File: src/hw/rtl/assert_macros.svh
// ---------------------------------------------------------------------------
// Assertion macros
// Shared concurrent assertion helpers for the RTL.
// ---------------------------------------------------------------------------
`ifndef ASSERT_MACROS_SVH
`define ASSERT_MACROS_SVH

// property checked on every rising edge outside reset
`define ASSERT_PROP(label, clk, rst, prop, msg) \
  label: assert property (@(posedge clk) disable iff (rst) prop) else $error(msg);

// expression must never be true outside reset
`define ASSERT_NEVER(label, clk, rst, expr, msg) \
  `ASSERT_PROP(label, clk, rst, !(expr), msg)

`endif

File: src/hw/rtl/b64c_pkg.sv
// ---------------------------------------------------------------------------
// b64c_pkg
// Types, constants and alphabet functions for the base64url codec.
// ---------------------------------------------------------------------------
`timescale 1ns / 1ps
`default_nettype none

package b64c_pkg;

  localparam int QUEUE_DEPTH = 2;
  localparam int QPTR_W      = (QUEUE_DEPTH > 1) ? $clog2(QUEUE_DEPTH) : 1;
  localparam int QCNT_W      = $clog2(QUEUE_DEPTH + 1);

  localparam logic [7:0] CHR_UPPER_A = 8'h41;
  localparam logic [7:0] CHR_UPPER_Z = 8'h5a;
  localparam logic [7:0] CHR_LOWER_A = 8'h61;
  localparam logic [7:0] CHR_LOWER_Z = 8'h7a;
  localparam logic [7:0] CHR_DIGIT_0 = 8'h30;
  localparam logic [7:0] CHR_DIGIT_9 = 8'h39;
  localparam logic [7:0] CHR_DASH    = 8'h2d;
  localparam logic [7:0] CHR_USCORE  = 8'h5f;
  localparam logic [7:0] CHR_PAD     = 8'h3d;

  // char_to_sextet returns this for the pad character
  localparam logic [6:0] SEXTET_PAD  = 7'd64;
  localparam logic [2:0] PAD_MAX     = 3'd7;

  localparam logic DIR_ENCODE = 1'b0;
  localparam logic DIR_DECODE = 1'b1;

  typedef enum logic [1:0] {
    JOB_ENC  = 2'd0,  // four characters from a gathered group
    JOB_DEC  = 2'd1,  // one to three decoded bytes
    JOB_STAT = 2'd2   // status-only result
  } job_kind_t;

  typedef struct packed {
    job_kind_t   kind;
    logic [23:0] bits;
    logic [1:0]  cnt;     // enc: bytes gathered, dec: bytes to send
    logic        last;
    logic        status;
  } job_t;

  function automatic logic [7:0] sextet_to_char(input logic [5:0] v);
    logic [7:0] w;
    logic [7:0] ch;
    w = {2'b00, v};
    if (w < 8'd26) begin
      ch = CHR_UPPER_A + w;
    end else if (w < 8'd52) begin
      ch = CHR_LOWER_A + w - 8'd26;
    end else if (w < 8'd62) begin
      ch = CHR_DIGIT_0 + w - 8'd52;
    end else if (w == 8'd62) begin
      ch = CHR_DASH;
    end else begin
      ch = CHR_USCORE;
    end
    return ch;
  endfunction

  function automatic logic [6:0] char_to_sextet(input logic [7:0] c);
    logic [7:0] v;
    v = 8'd0;
    if (c >= CHR_UPPER_A && c <= CHR_UPPER_Z) begin
      v = c - CHR_UPPER_A;
    end else if (c >= CHR_LOWER_A && c <= CHR_LOWER_Z) begin
      v = c - CHR_LOWER_A + 8'd26;
    end else if (c >= CHR_DIGIT_0 && c <= CHR_DIGIT_9) begin
      v = c - CHR_DIGIT_0 + 8'd52;
    end else if (c == CHR_DASH) begin
      v = 8'd62;
    end else if (c == CHR_USCORE) begin
      v = 8'd63;
    end else if (c == CHR_PAD) begin
      v = {1'b0, SEXTET_PAD};
    end
    return v[6:0];
  endfunction

endpackage

`default_nettype wire

File: src/hw/rtl/base64url_codec.sv
// ---------------------------------------------------------------------------
// base64url_codec
// Streaming base64url encoder/decoder with '=' padding.
// ---------------------------------------------------------------------------
// The first result of a group goes through the job queue, then the output register.
// One input per cycle while the queue is not full, one result per cycle while
// the sink is ready; encoding is bound by the result port at four characters
// per three input bytes. A 2-entry queue lets input and output stall independently.
// Reset (rst, synchronous): direction = encode, group, queue and output empty.
`timescale 1ns / 1ps
`default_nettype none

module base64url_codec (
  input  wire logic       clk,
  input  wire logic       rst,
  input  wire logic       s_tvalid,
  output logic            s_tready,
  input  wire logic [7:0] s_tdata,   // [7:0] in_byte
  input  wire logic       s_tlast,   // in_last
  output logic            m_tvalid,
  input  wire logic       m_tready,
  output logic [7:0]      m_tdata,   // [7:0] out_byte
  output logic            m_tlast,   // out_last
  output logic [1:0]      m_tuser,   // [0] byte_valid, [1] status
  input  wire logic       cfg_valid,
  output logic            cfg_ready,
  input  wire logic       cfg_data   // direction
);
  import b64c_pkg::*;

  logic q_full, q_push, q_pop, q_valid;
  job_t push_job, head_job;

  b64c_front u_front (
    .clk       (clk),
    .rst       (rst),
    .s_tvalid  (s_tvalid),
    .s_tready  (s_tready),
    .s_tdata   (s_tdata),
    .s_tlast   (s_tlast),
    .cfg_valid (cfg_valid),
    .cfg_ready (cfg_ready),
    .cfg_data  (cfg_data),
    .q_full    (q_full),
    .q_push    (q_push),
    .q_job     (push_job)
  );

  b64c_queue u_queue (
    .clk        (clk),
    .rst        (rst),
    .push       (q_push),
    .push_job   (push_job),
    .full       (q_full),
    .pop        (q_pop),
    .head_valid (q_valid),
    .head_job   (head_job)
  );

  b64c_back u_back (
    .clk      (clk),
    .rst      (rst),
    .q_valid  (q_valid),
    .q_job    (head_job),
    .q_pop    (q_pop),
    .m_tvalid (m_tvalid),
    .m_tready (m_tready),
    .m_tdata  (m_tdata),
    .m_tlast  (m_tlast),
    .m_tuser  (m_tuser)
  );

endmodule

`default_nettype wire

File: src/hw/rtl/b64c_front.sv
// ---------------------------------------------------------------------------
// b64c_front
// Accepts input items, gathers groups and queues output jobs.
// ---------------------------------------------------------------------------
`timescale 1ns / 1ps
`default_nettype none
`include "assert_macros.svh"

module b64c_front (
  input  wire logic            clk,
  input  wire logic            rst,
  input  wire logic            s_tvalid,
  output logic                 s_tready,
  input  wire logic [7:0]      s_tdata,   // [7:0] in_byte
  input  wire logic            s_tlast,
  input  wire logic            cfg_valid,
  output logic                 cfg_ready,
  input  wire logic            cfg_data,
  input  wire logic            q_full,
  output logic                 q_push,
  output b64c_pkg::job_t       q_job
);
  import b64c_pkg::*;

  logic        direction;
  logic [23:0] group_bits, group_bits_next;
  logic [1:0]  group_count, group_count_next;
  logic [2:0]  pad_count, pad_count_next;

  logic        accept;
  logic [1:0]  enc_cnt, enc_cnt_new;
  logic [23:0] enc_bits, dec_bits;
  logic [6:0]  sx7;
  logic        is_pad;
  logic [5:0]  sx6;
  logic [2:0]  pad_new;
  logic [1:0]  nbytes;

  assign s_tready  = !q_full;
  assign cfg_ready = 1'b1;
  assign accept    = s_tvalid && s_tready;

  always_comb begin
    enc_cnt     = (group_count == 2'd3) ? 2'd2 : group_count;
    enc_cnt_new = enc_cnt + 2'd1;
    case (enc_cnt)
      2'd0:    enc_bits = group_bits | {s_tdata, 16'd0};
      2'd1:    enc_bits = group_bits | {8'd0, s_tdata, 8'd0};
      default: enc_bits = group_bits | {16'd0, s_tdata};
    endcase

    sx7     = char_to_sextet(s_tdata);
    is_pad  = (sx7 == SEXTET_PAD);
    sx6     = is_pad ? 6'd0 : sx7[5:0];
    pad_new = (is_pad && pad_count != PAD_MAX) ? pad_count + 3'd1 : pad_count;
    nbytes  = (pad_new >= 3'd3) ? 2'd0 : 2'(3'd3 - pad_new);
    case (group_count)
      2'd0:    dec_bits = group_bits | {sx6, 18'd0};
      2'd1:    dec_bits = group_bits | {6'd0, sx6, 12'd0};
      2'd2:    dec_bits = group_bits | {12'd0, sx6, 6'd0};
      default: dec_bits = group_bits | {18'd0, sx6};
    endcase
  end

  always_comb begin
    group_bits_next  = group_bits;
    group_count_next = group_count;
    pad_count_next   = pad_count;
    q_push           = 1'b0;
    q_job.kind       = JOB_STAT;
    q_job.bits       = 24'd0;
    q_job.cnt        = 2'd0;
    q_job.last       = s_tlast;
    q_job.status     = 1'b0;

    if (cfg_valid && cfg_ready) begin
      group_bits_next  = 24'd0;
      group_count_next = 2'd0;
      pad_count_next   = 3'd0;
    end else if (accept) begin
      if (direction == DIR_ENCODE) begin
        if (enc_cnt_new == 2'd3 || s_tlast) begin
          q_push           = 1'b1;
          q_job.kind       = JOB_ENC;
          q_job.bits       = enc_bits;
          q_job.cnt        = enc_cnt_new;
          group_bits_next  = 24'd0;
          group_count_next = 2'd0;
          pad_count_next   = 3'd0;
        end else begin
          group_bits_next  = enc_bits;
          group_count_next = enc_cnt_new;
        end
      end else if (group_count != 2'd3) begin
        if (s_tlast) begin
          // message ends inside a group: drop it, flag the length
          q_push           = 1'b1;
          q_job.status     = 1'b1;
          group_bits_next  = 24'd0;
          group_count_next = 2'd0;
          pad_count_next   = 3'd0;
        end else begin
          group_bits_next  = dec_bits;
          group_count_next = group_count + 2'd1;
          pad_count_next   = pad_new;
        end
      end else begin
        if (nbytes != 2'd0) begin
          q_push     = 1'b1;
          q_job.kind = JOB_DEC;
          q_job.bits = dec_bits;
          q_job.cnt  = nbytes;
        end else if (s_tlast) begin
          q_push     = 1'b1;
        end
        group_bits_next  = 24'd0;
        group_count_next = 2'd0;
        pad_count_next   = 3'd0;
      end
    end
  end

  always_ff @(posedge clk) begin
    if (rst) begin
      direction   <= DIR_ENCODE;
      group_bits  <= 24'd0;
      group_count <= 2'd0;
      pad_count   <= 3'd0;
    end else begin
      if (cfg_valid && cfg_ready) begin
        direction <= cfg_data;
      end
      group_bits  <= group_bits_next;
      group_count <= group_count_next;
      pad_count   <= pad_count_next;
    end
  end

  `ASSERT_NEVER(a_push_when_full, clk, rst, q_push && q_full, "job pushed into full queue")
  `ASSERT_PROP(a_enc_no_full_group, clk, rst,
    (direction == DIR_ENCODE) |-> (group_count != 2'd3), "encoder holds a full group")

endmodule

`default_nettype wire

File: src/hw/rtl/b64c_queue.sv
// ---------------------------------------------------------------------------
// b64c_queue
// Short job queue between the front and back parts.
// ---------------------------------------------------------------------------
`timescale 1ns / 1ps
`default_nettype none
`include "assert_macros.svh"

module b64c_queue (
  input  wire logic            clk,
  input  wire logic            rst,
  input  wire logic            push,
  input  wire b64c_pkg::job_t  push_job,
  output logic                 full,
  input  wire logic            pop,
  output logic                 head_valid,
  output b64c_pkg::job_t       head_job
);
  import b64c_pkg::*;

  job_t              entries [QUEUE_DEPTH];
  logic [QPTR_W-1:0] wr_ptr, rd_ptr;
  logic [QCNT_W-1:0] count;

  assign full       = (count == QCNT_W'(QUEUE_DEPTH));
  assign head_valid = (count != '0);
  assign head_job   = entries[rd_ptr];

  function automatic logic [QPTR_W-1:0] bump(input logic [QPTR_W-1:0] p);
    logic [QPTR_W-1:0] n;
    n = (p == QPTR_W'(QUEUE_DEPTH - 1)) ? '0 : p + QPTR_W'(1);
    return n;
  endfunction

  always_ff @(posedge clk) begin
    if (rst) begin
      wr_ptr <= '0;
      rd_ptr <= '0;
      count  <= '0;
    end else begin
      if (push) begin
        wr_ptr <= bump(wr_ptr);
      end
      if (pop) begin
        rd_ptr <= bump(rd_ptr);
      end
      if (push && !pop) begin
        count <= count + QCNT_W'(1);
      end else if (pop && !push) begin
        count <= count - QCNT_W'(1);
      end
    end
  end

  always_ff @(posedge clk) begin
    if (push) begin
      entries[wr_ptr] <= push_job;
    end
  end

  `ASSERT_NEVER(a_count_range, clk, rst, count > QCNT_W'(QUEUE_DEPTH), "queue count overflow")
  `ASSERT_NEVER(a_pop_empty, clk, rst, pop && !head_valid, "pop from empty queue")

endmodule

`default_nettype wire

File: src/hw/rtl/b64c_back.sv
// ---------------------------------------------------------------------------
// b64c_back
// Expands queued jobs into result transactions, one per cycle unless stalled.
// ---------------------------------------------------------------------------
`timescale 1ns / 1ps
`default_nettype none
`include "assert_macros.svh"

module b64c_back (
  input  wire logic            clk,
  input  wire logic            rst,
  input  wire logic            q_valid,
  input  wire b64c_pkg::job_t  q_job,
  output logic                 q_pop,
  output logic                 m_tvalid,
  input  wire logic            m_tready,
  output logic [7:0]           m_tdata,   // [7:0] out_byte
  output logic                 m_tlast,
  output logic [1:0]           m_tuser    // [0] byte_valid, [1] status
);
  import b64c_pkg::*;

  logic [1:0] idx;
  logic [1:0] final_idx;
  logic       load;
  logic [5:0] sx;
  logic [7:0] item_byte;
  logic       item_bv;

  always_comb begin
    case (idx)
      2'd0:    sx = q_job.bits[23:18];
      2'd1:    sx = q_job.bits[17:12];
      2'd2:    sx = q_job.bits[11:6];
      default: sx = q_job.bits[5:0];
    endcase

    case (q_job.kind)
      JOB_ENC: begin
        final_idx = 2'd3;
        item_bv   = 1'b1;
        item_byte = (idx <= q_job.cnt) ? sextet_to_char(sx) : CHR_PAD;
      end
      JOB_DEC: begin
        final_idx = q_job.cnt - 2'd1;
        item_bv   = 1'b1;
        case (idx)
          2'd0:    item_byte = q_job.bits[23:16];
          2'd1:    item_byte = q_job.bits[15:8];
          default: item_byte = q_job.bits[7:0];
        endcase
      end
      default: begin
        final_idx = 2'd0;
        item_bv   = 1'b0;
        item_byte = 8'd0;
      end
    endcase
  end

  assign load  = q_valid && (!m_tvalid || m_tready);
  assign q_pop = load && (idx == final_idx);

  always_ff @(posedge clk) begin
    if (rst) begin
      m_tvalid <= 1'b0;
      idx      <= 2'd0;
    end else begin
      if (load) begin
        m_tvalid <= 1'b1;
        idx      <= q_pop ? 2'd0 : idx + 2'd1;
      end else if (m_tready) begin
        m_tvalid <= 1'b0;
      end
    end
  end

  always_ff @(posedge clk) begin
    if (load) begin
      m_tdata <= item_byte;
      m_tlast <= q_job.last && (idx == final_idx);
      m_tuser <= {q_job.status, item_bv};
    end
  end

  `ASSERT_PROP(a_idx_needs_head, clk, rst, (idx != 2'd0) |-> q_valid,
    "job part-sent but queue head gone")
  `ASSERT_PROP(a_status_ends_msg, clk, rst, (m_tvalid && !m_tuser[0]) |-> m_tlast,
    "status-only transaction without last")
  `ASSERT_PROP(a_status_no_data, clk, rst, (m_tvalid && m_tuser[1]) |-> !m_tuser[0],
    "error status on a data transaction")

endmodule

`default_nettype wire

File: config.mk
export PLATFORM = sky130hd
export DESIGN_NAME = base64url_codec
export DESIGN_NICKNAME = d
export VERILOG_FILES = /design/src/hw/rtl/b64c_pkg.sv /design/src/hw/rtl/base64url_codec.sv /design/src/hw/rtl/b64c_front.sv /design/src/hw/rtl/b64c_queue.sv /design/src/hw/rtl/b64c_back.sv
export VERILOG_INCLUDE_DIRS = /design/src /design/src/hw/rtl
export SDC_FILE = /design/constraint.sdc
export NUM_CORES = 1
export LEC_CHECK = 0
export BUFFER_PORTS_ARGS = -buffer_cell sky130_fd_sc_hd__buf_4
export CORE_ASPECT_RATIO = 1.4
export CORE_UTILIZATION = 55
export DETAILED_ROUTE_END_ITERATION = 6
export GPL_TIMING_DRIVEN = 0
export PLACE_DENSITY = 0.79
export SYNTH_ARGS = -nofsm -noshare
export SYNTH_HDL_FRONTEND = slang
export SYNTH_SLANG_ARGS = --single-unit
export TNS_END_PERCENT = 50
File: constraint.sdc
create_clock -name clk -period 11.93 [get_ports clk]
set_input_delay 0.5965 -clock clk [delete_from_list [all_inputs] [get_ports clk]]
set_output_delay 0.5965 -clock clk [all_outputs]
set_load 0.1 [all_outputs]
**After elaboration in Yosys (flattened, before gate mapping)**

Memories as Yosys holds them, arrays and structs flattened. A register that Yosys moved wholly into a read port is not among the register bits.
Cells that the tools add are included.

- Register bits: 48
- RAM bits: 60
- Output and inout port bits: 14
- Word-level logic and storage cells: 158
- Memories kept: 1

Memory list:

| memory | words | width | rd ports | clocked after Yosys merged registers in | wr ports | line | text |
|---|---|---|---|---|---|---|---|
| u_queue.entries | 2 | 30 | 1 | 1 | 1 | b64c_queue.sv:21 | `job_t entries [QUEUE_DEPTH];` |

- Add/sub/neg operators: 20
- Magnitude comparators: 11
- Eq/ne operators: 17
- Mux-type cells: 62
- Bitwise operators: 7
- Reductions and logical operators: 28

Operators by type and width:

| operator | number |
|---|---|
| $mux 28 | 6 |
| $mux 24 | 4 |
| $pmux 24 s3 | 1 |
| $mux 7 | 7 |
| $or 24x24->24 | 2 |
| $pmux 24 s2 | 1 |
| $mux 8 | 4 |
| $pmux 8 s2 | 2 |
| $or 24x12->24 | 1 |
| $or 24x16->24 | 1 |
| $or 24x18->24 | 1 |
| $or 24x6->24 | 1 |
| $or 24x8->24 | 1 |
| $mux 1 | 20 |
| $mux 2 | 9 |
| $pmux 6 s3 | 1 |
| $add 7x6->8 const A | 2 |
| $eq 8x6->1 const B | 2 |
| $ge 8x7->1 const B | 2 |
| $le 8x7->1 const B | 2 |
| $mux 3 | 5 |
| $sub 7x7->7 const B | 2 |
| $lt 6x6->1 const B | 2 |
| $eq 2x2->1 const B | 5 |
| other kinds (32) | 61 |

**Depth between registers and ports, before layout**

- Depth in word-level cells: 22
- Mapped depth: 16

**Hierarchy**

A second synthesis with hierarchy kept.

- Cell total of the unflattened synthesis: 702
- Area total of the unflattened synthesis: 6909.1 µm²

Modules (own cells, without submodules):

| module | times used | cells an instance | area an instance (µm²) | seq. area each (µm²) |
|---|---|---|---|---|
| b64c_front | 1 | 407 | 3076.7 | 600.6 |
| b64c_queue | 1 | 115 | 2364.8 | 1901.8 |
| b64c_back | 1 | 180 | 1467.7 | 390.4 |

**Worst setup path after synthesis**

Ideal clock, no wire load.

- Path type: input -> register
- Start: input port s_tdata[1]
- End: memory u_queue.entries[1][0] (netlist bit), enable pin
- Library setup time: 417 ps
- Data arrival time: 3752 ps
- Data required time: 11513 ps
- Setup slack: 7762 ps
- Stages: 12
- Buffers on the path: 2
- Cell sequence: buf_6 > inv_1 > ha_1 > nand2_1 > nor3_1 > a211o_1 > buf_2 > mux2i_1 > and4_1 > nand3_2 > a31o_2 > nor2_1

- Word-level cells in the longest chain between the ends: 20
- Elaborated cells on any way between the ends: 37
- Those cells by class: add/sub: 6; order compare: 7; eq/ne: 4; mux: 15; reduce/logical: 5

Ends and longest elaborated chain:

| what | line | text |
|---|---|---|
| from (decl) | base64url_codec.sv:18 | `input wire logic [7:0] s_tdata,` |
| parallel branches: the longest is 6 deep, another holds $sub 7x6->7 | n/a |  |
| $mux 7 (*) | b64c_pkg.sv:66 | `if (c >= CHR_UPPER_A && c <= CHR_UPPER_Z) begin` |
| $eq 7x7->1 (*) | b64c_front.sv:53 | `is_pad = (sx7 == SEXTET_PAD);` |
| $logic_and 1x1->1 (*) | b64c_front.sv:55 | `pad_new = (is_pad && pad_count != PAD_MAX) ? pad_count + 3'd1 : pad_count;` |
| $mux 3 (*) | b64c_front.sv:55 |  |
| $ge 3x2->1 / $sub 2x2->2 (equally long branches) | b64c_front.sv:56 | `nbytes = (pad_new >= 3'd3) ? 2'd0 : 2'(3'd3 - pad_new);` |
| $mux 2 (*) | b64c_front.sv:56 |  |
| $reduce_bool 2->1 (*) | b64c_front.sv:108 | `if (nbytes != 2'd0) begin` |
| $mux 1 (*) | b64c_front.sv:108 |  |
| $mux 1 (*) | b64c_front.sv:94 | `end else if (group_count != 2'd3) begin` |
| $mux 1 (*) | b64c_front.sv:81 | `if (direction == DIR_ENCODE) begin` |
| $mux 1 (*) | b64c_front.sv:80 | `end else if (accept) begin` |
| $mux 1 (*) | b64c_front.sv:76 | `if (cfg_valid && cfg_ready) begin` |
| $mux 1 (*) | b64c_queue.sv:56 | `if (push) begin` |
| $mux 1 (implied by the code) (*) | b64c_queue.sv:57 | `entries[wr_ptr] <= push_job;` |
| to (decl) | b64c_queue.sv:21 |  |

Mark *: on every way between the ends.

**Worst setup path in the final report**

- Start: register u_back.idx[0]
- End: register u_back.m_tdata[3] (data pin)

- Word-level cells in the longest chain between the ends: 9
- Elaborated cells on any way between the ends: 19
- Those cells by class: add/sub: 5; order compare: 4; eq/ne: 2; mux: 7; reduce/logical: 1

Ends and longest elaborated chain:

| what | line | text |
|---|---|---|
| from (decl) | b64c_back.sv:23 | `logic [1:0] idx;` |
| from (signal assigned) | b64c_back.sv:71 | `idx <= q_pop ? 2'd0 : idx + 2'd1;` |
| $eq 2x2->1, or another cell as far along | b64c_back.sv:31 | `case (idx)` |
| $pmux 6 s3 | b64c_back.sv:31 |  |
| $add 6x6->7 | b64c_pkg.sv:54 | `ch = CHR_DIGIT_0 + w - 8'd52;` |
| $sub 8x6->8 | b64c_pkg.sv:54 |  |
| $mux 8 | b64c_pkg.sv:53 | `end else if (w < 8'd62) begin` |
| $mux 8 | b64c_pkg.sv:51 | `end else if (w < 8'd52) begin` |
| $mux 8 | b64c_pkg.sv:49 | `if (w < 8'd26) begin` |
| $mux 8 | b64c_back.sv:42 | `item_byte = (idx <= q_job.cnt) ? sextet_to_char(sx) : CHR_PAD;` |
| $pmux 8 s2 (*) | b64c_back.sv:38 | `case (q_job.kind)` |
| via u_back.item_byte[3] | b64c_back.sv:27 | `logic [7:0] item_byte;` |
| to (signal assigned) | b64c_back.sv:80 | `m_tdata <= item_byte;` |
| to (decl) | b64c_back.sv:17 | `output logic [7:0] m_tdata,` |

The timed path passes the listed nets; every way through them passes the cells marked *.
A chain may end at the register's enable or synchronous reset.

==> impl_metrics.xml <==
<?xml version="1.0" encoding="UTF-8"?>
<metrics>
  <group name="route">
    <metric name="post_route_drc" unit="">0</metric>
    <metric name="iteration_count_of_the_initial_detailed_routing_pass" unit="">7</metric>
    <metric name="drt_first_iter_violations" unit="">438</metric>
    <metric name="detail_route.vias_per_cell" unit="">6.45</metric>
    <metric name="routed-via-count" unit="">5924</metric>
    <metric name="finalWirelength" unit="microns">19800</metric>
    <metric name="drt-wirelength-per-cell" unit="microns">21.6</metric>
    <metric name="ant_nets" unit="">0</metric>
  </group>
  <group name="logic_synthesis">
    <metric name="number_of_enable_flip_flop_cells_after_synthesis" unit="">71</metric>
    <metric name="synth_cells" unit="">723</metric>
    <metric name="synth.distinct_cells" unit="">75</metric>
    <metric name="synth_area_leaders" unit="">edfxtp_1, dfxtp_1, ha_1, nor2_1, a21oi_1</metric>
    <metric name="synthDominantAreaCellType" unit="">edfxtp_1</metric>
    <metric name="synth_warnings" unit="">0</metric>
    <metric name="yosys.cell_count.top_type" unit="">nor2_1</metric>
    <metric name="yosys_register_bits" unit="">109</metric>
    <metric name="ys_top_cells_by_count" unit="">nor2_1, edfxtp_1, nand2_1</metric>
    <metric name="netlist_area" unit="sq um">6880</metric>
    <metric name="yosysSeqAreaShare" unit="%">42.0</metric>
    <metric name="synth_top_area_share" unit="%">31.0</metric>
    <metric name="syn_area_per_cell" unit="sq um">9.52</metric>
    <metric name="synth_async_sr_flop_share" unit="%">0</metric>
    <metric name="synth_fp_nets" unit="">771</metric>
    <metric name="synthFlopType" unit="">edfxtp_1</metric>
  </group>
  <group name="worst_setup_path">
    <metric name="ff2ff_path_depth" unit="">15</metric>
    <metric name="path_max_fanout" unit="">10</metric>
    <metric name="critPathBufInv" unit="">4</metric>
    <metric name="critPathTopFamily" unit="">compound AO/OA/AOI/OAI gates</metric>
    <metric name="crit_path_start_kind" unit="">flop</metric>
    <metric name="critPathMaxStageDelay" unit="ns">0.46</metric>
    <metric name="worstSetupPathDepth" unit="">15</metric>
    <metric name="worstPathArrival" unit="ns">4.09</metric>
    <metric name="cp_cell_sequence" unit="">clkbuf_1, inv_1, ha_1, a222oi_1, mux2i_1, inv_1, ha_1, nand2_1, a211o_1, and3_1, buf_4, nor3_1, a21oi_1, a221oi_1, nor2_1</metric>
    <metric name="worstPathRequired" unit="ns">12.02</metric>
    <metric name="critical_path_class" unit="">flop to flop</metric>
    <metric name="critical_path.slowest_cell" unit="">a222oi_1</metric>
    <metric name="critPathCaptureType" unit="">flop</metric>
  </group>
  <group name="layout">
    <metric name="num-fill-cells" unit="">1085</metric>
    <metric name="multiInputGateArea" unit="sq um">3660</metric>
    <metric name="share_of_cells_above_drive_strength_1" unit="%">14.6</metric>
    <metric name="layoutNonFillerInstCount" unit="">918</metric>
    <metric name="syn_to_final_growth" unit="%">10.3</metric>
    <metric name="final_nets" unit="">811</metric>
    <metric name="antenna-diode-count" unit="">0</metric>
    <metric name="layout.area.seq" unit="sq um">2890</metric>
  </group>
  <group name="clock_network">
    <metric name="clk_path_buf_depth" unit="">2</metric>
    <metric name="cts_tree" unit="">done</metric>
    <metric name="clkLatencyLatePin" unit="ns">0.35</metric>
    <metric name="clkSinkCount" unit="">109</metric>
    <metric name="path_clk_slew" unit="ns">0.08</metric>
    <metric name="cts_root_buffer" unit="">clkbuf_16</metric>
    <metric name="cts-htree-levels" unit="">3</metric>
    <metric name="cts-hold-fix-buffers" unit="">0</metric>
    <metric name="post_cts_setup_buffers" unit="">0</metric>
    <metric name="cts_inserted_buffers" unit="">9</metric>
    <metric name="ctsResizeCount" unit="">0</metric>
  </group>
  <group name="timing">
    <metric name="fin_crit" unit="ns">4.00</metric>
    <metric name="clock-skew-final" unit="ns">0.0115</metric>
    <metric name="setup_ws" unit="ns">7.93</metric>
    <metric name="rsz0062_at_grt" unit="">false</metric>
    <metric name="max-slew-margin-rel" unit="%">26.5</metric>
    <metric name="timing.setup.tns" unit="ns">0</metric>
    <metric name="worst-slew-pin-transition" unit="ns">1.09</metric>
    <metric name="slew_viol_final" unit="">0</metric>
    <metric name="finalHoldViolations" unit="">0</metric>
    <metric name="setup_viol_count_final" unit="">0</metric>
    <metric name="clock.fmax" unit="MHz">250</metric>
    <metric name="min_period_over_period" unit="%">33.6</metric>
    <metric name="fin_worst_hold_slack" unit="ns">0.470</metric>
  </group>
  <group name="power_and_ir_drop">
    <metric name="sequential_cell_fraction_of_total_power" unit="%">32.8</metric>
    <metric name="cellPowerDensity" unit="nW/um^2">192</metric>
    <metric name="power.ir.vdd_worst" unit="mV">0.0939</metric>
    <metric name="power.leakage" unit="nW">2.71</metric>
    <metric name="power.net_switching" unit="mW">0.656</metric>
    <metric name="share_clk_of_total_power" unit="%">19.9</metric>
    <metric name="switching_share" unit="%">45.0</metric>
    <metric name="power.internal" unit="mW">0.800</metric>
    <metric name="share_comb_of_total_power" unit="%">47.3</metric>
  </group>
  <group name="flow_run">
    <metric name="timing.max_cap.violations" unit="">0</metric>
  </group>
  <group name="place">
    <metric name="detailedPlace.worstSlack" unit="ns">7.73</metric>
    <metric name="place_inst" unit="">902</metric>
    <metric name="number_of_port_buffers" unit="">27</metric>
    <metric name="place_congestion" unit="">0.994</metric>
    <metric name="dp_hpwl" unit="microns">15300</metric>
  </group>
  <group name="floorplanning">
    <metric name="fp.dieH" unit="microns">134</metric>
    <metric name="design.portCount" unit="">29</metric>
    <metric name="core_box_area" unit="sq um">12300</metric>
    <metric name="floorplan.initialDensity" unit="%">56.2</metric>
    <metric name="die-width" unit="microns">96.5</metric>
    <metric name="die-area" unit="sq um">13000</metric>
    <metric name="std_cell_rows" unit="">48</metric>
  </group>
  <group name="grt">
    <metric name="grtUsageTotal" unit="%">31.7</metric>
    <metric name="grt_max_degree" unit="">21</metric>
    <metric name="grt_pass1_vias" unit="">5915</metric>
    <metric name="globalRoute.totalOverflow" unit="">0</metric>
    <metric name="grt_first_pass_wirelength" unit="microns">30600</metric>
    <metric name="grt_antenna_before_repair" unit="">0</metric>
  </group>
  <group name="run_status">
    <metric name="status" unit="">complete, no violations</metric>
  </group>
  <group name="hold_path">
    <metric name="type_of_the_tightest_min_delay_check" unit="">input pin to flop</metric>
    <metric name="hold_path_depth" unit="">1</metric>
  </group>
</metrics>
## path summary, 6_finish.rpt
path	start	to	slack, ns
max	u_back.idx[0]	u_back.m_tdata[3]	7.93
min	s_tlast	u_queue.entries[0][1]	0.47
max reg2reg	u_back.idx[0]	u_back.m_tdata[3]	7.93
min reg2reg	u_front.group_bits[6]	u_front.group_bits[6]	0.48
## worst register-to-register path, cell delays in order (launching register included)
cell	delay, ns
dfxtp_1	0.39
clkbuf_1	0.28
inv_1	0.16
ha_1	0.32
a222oi_1	0.46
mux2i_1	0.29
inv_1	0.21
ha_1	0.21
nand2_1	0.06
a211o_1	0.26
and3_1	0.22
buf_4	0.18
nor3_1	0.25
a21oi_1	0.07
a221oi_1	0.25
nor2_1	0.12
## cells in the final DEF (no fill, tap or decap), types with 7 or more instances in the layout
cell type  instances
nor2b_1           11
dfxtp_1           38
nand3_1            7
o21ai_0           36
clkbuf_16          9
edfxtp_1          71
o221ai_1           9
nor2_1            83
and2_1            13
a221oi_1           7
a211oi_2          11
a311oi_1           7
a211oi_1          19
nor3_1            25
inv_1             28
mux2_2            16
a21oi_1           49
clkbuf_1          32
mux2i_1           23
buf_4             33
nand2_1           50
ha_1              33
a22oi_1           15
## flip-flops by register name, indices dropped and copies added, names as in the netlist, named ones only
register	count
u_queue.entries	60
u_front.group_bits	24
u_back.m_tdata	8
u_front.pad_count	3
u_back.idx	2
u_back.m_tuser	2
u_front.group_count	2
u_queue.count	2
u_back.m_tlast	1
u_back.m_tvalid	1
u_front.direction	1
u_queue.rd_ptr	1
u_queue.wr_ptr	1
## area by class of cell
class,instances,area share (%)
well taps,150,2.47
flip-flops and latches,109,38.1
plain buffers,46,2.95
multi-input cells,538,48.2
clock inverters,7,0.775
inverters,30,1.50
repair buffers,29,3.07
clock buffers,9,2.97
## through the flow
stage | cell area (sq um) | total power, mW | util (%)
3_5_place_dp | 7310 | 1.17 | 59.7
6_report | 7590 | 1.46 | 62.0
2_1_floorplan | 6880 | 1.00 | -
4_1_cts | 7590 | 1.45 | 62.0
5_1_grt | 7590 | 1.53 | 62.0
3_3_place_gp | 7270 | 1.15 | 59.4
## layer usage
metal / global-route usage (%) / vias to the layer above / wire [microns]
met5: 0 / - / 0
met1: 33.0 / 2813 / 7170
met4: 23.4 / 0 / 1410
met3: 4.42 / 81 / 902
li1: - / 2793 / -
met2: 56.1 / 237 / 10300
## power by group through the flow
stage	clock network (mW)	logic (mW)	registers, mW
floorplan	0	0.365	0.635
global placement	0	0.664	0.484
CTS	0.292	0.683	0.477
finish	0.290	0.689	0.477
global route	0.304	0.743	0.483
detailed placement	0	0.680	0.485
## cell families after synthesis
| family | Yosys count | share of synthesized area (%) |
|---|---|---|
| muxes | 41 | 6.29 |
| AOI/OAI and AO/OA | 215 | 22.3 |
| DFF | 109 | 42.0 |
| adders and majority gates | 33 | 6.00 |
| buffers and inverters | 76 | 4.91 |
| xor gates and xnor gates | 11 | 1.40 |
| other | 1 | 0.0545 |
| and+or+nand+nor | 237 | 17.0 |
Note: power is estimated with default switching activity, not from simulation.
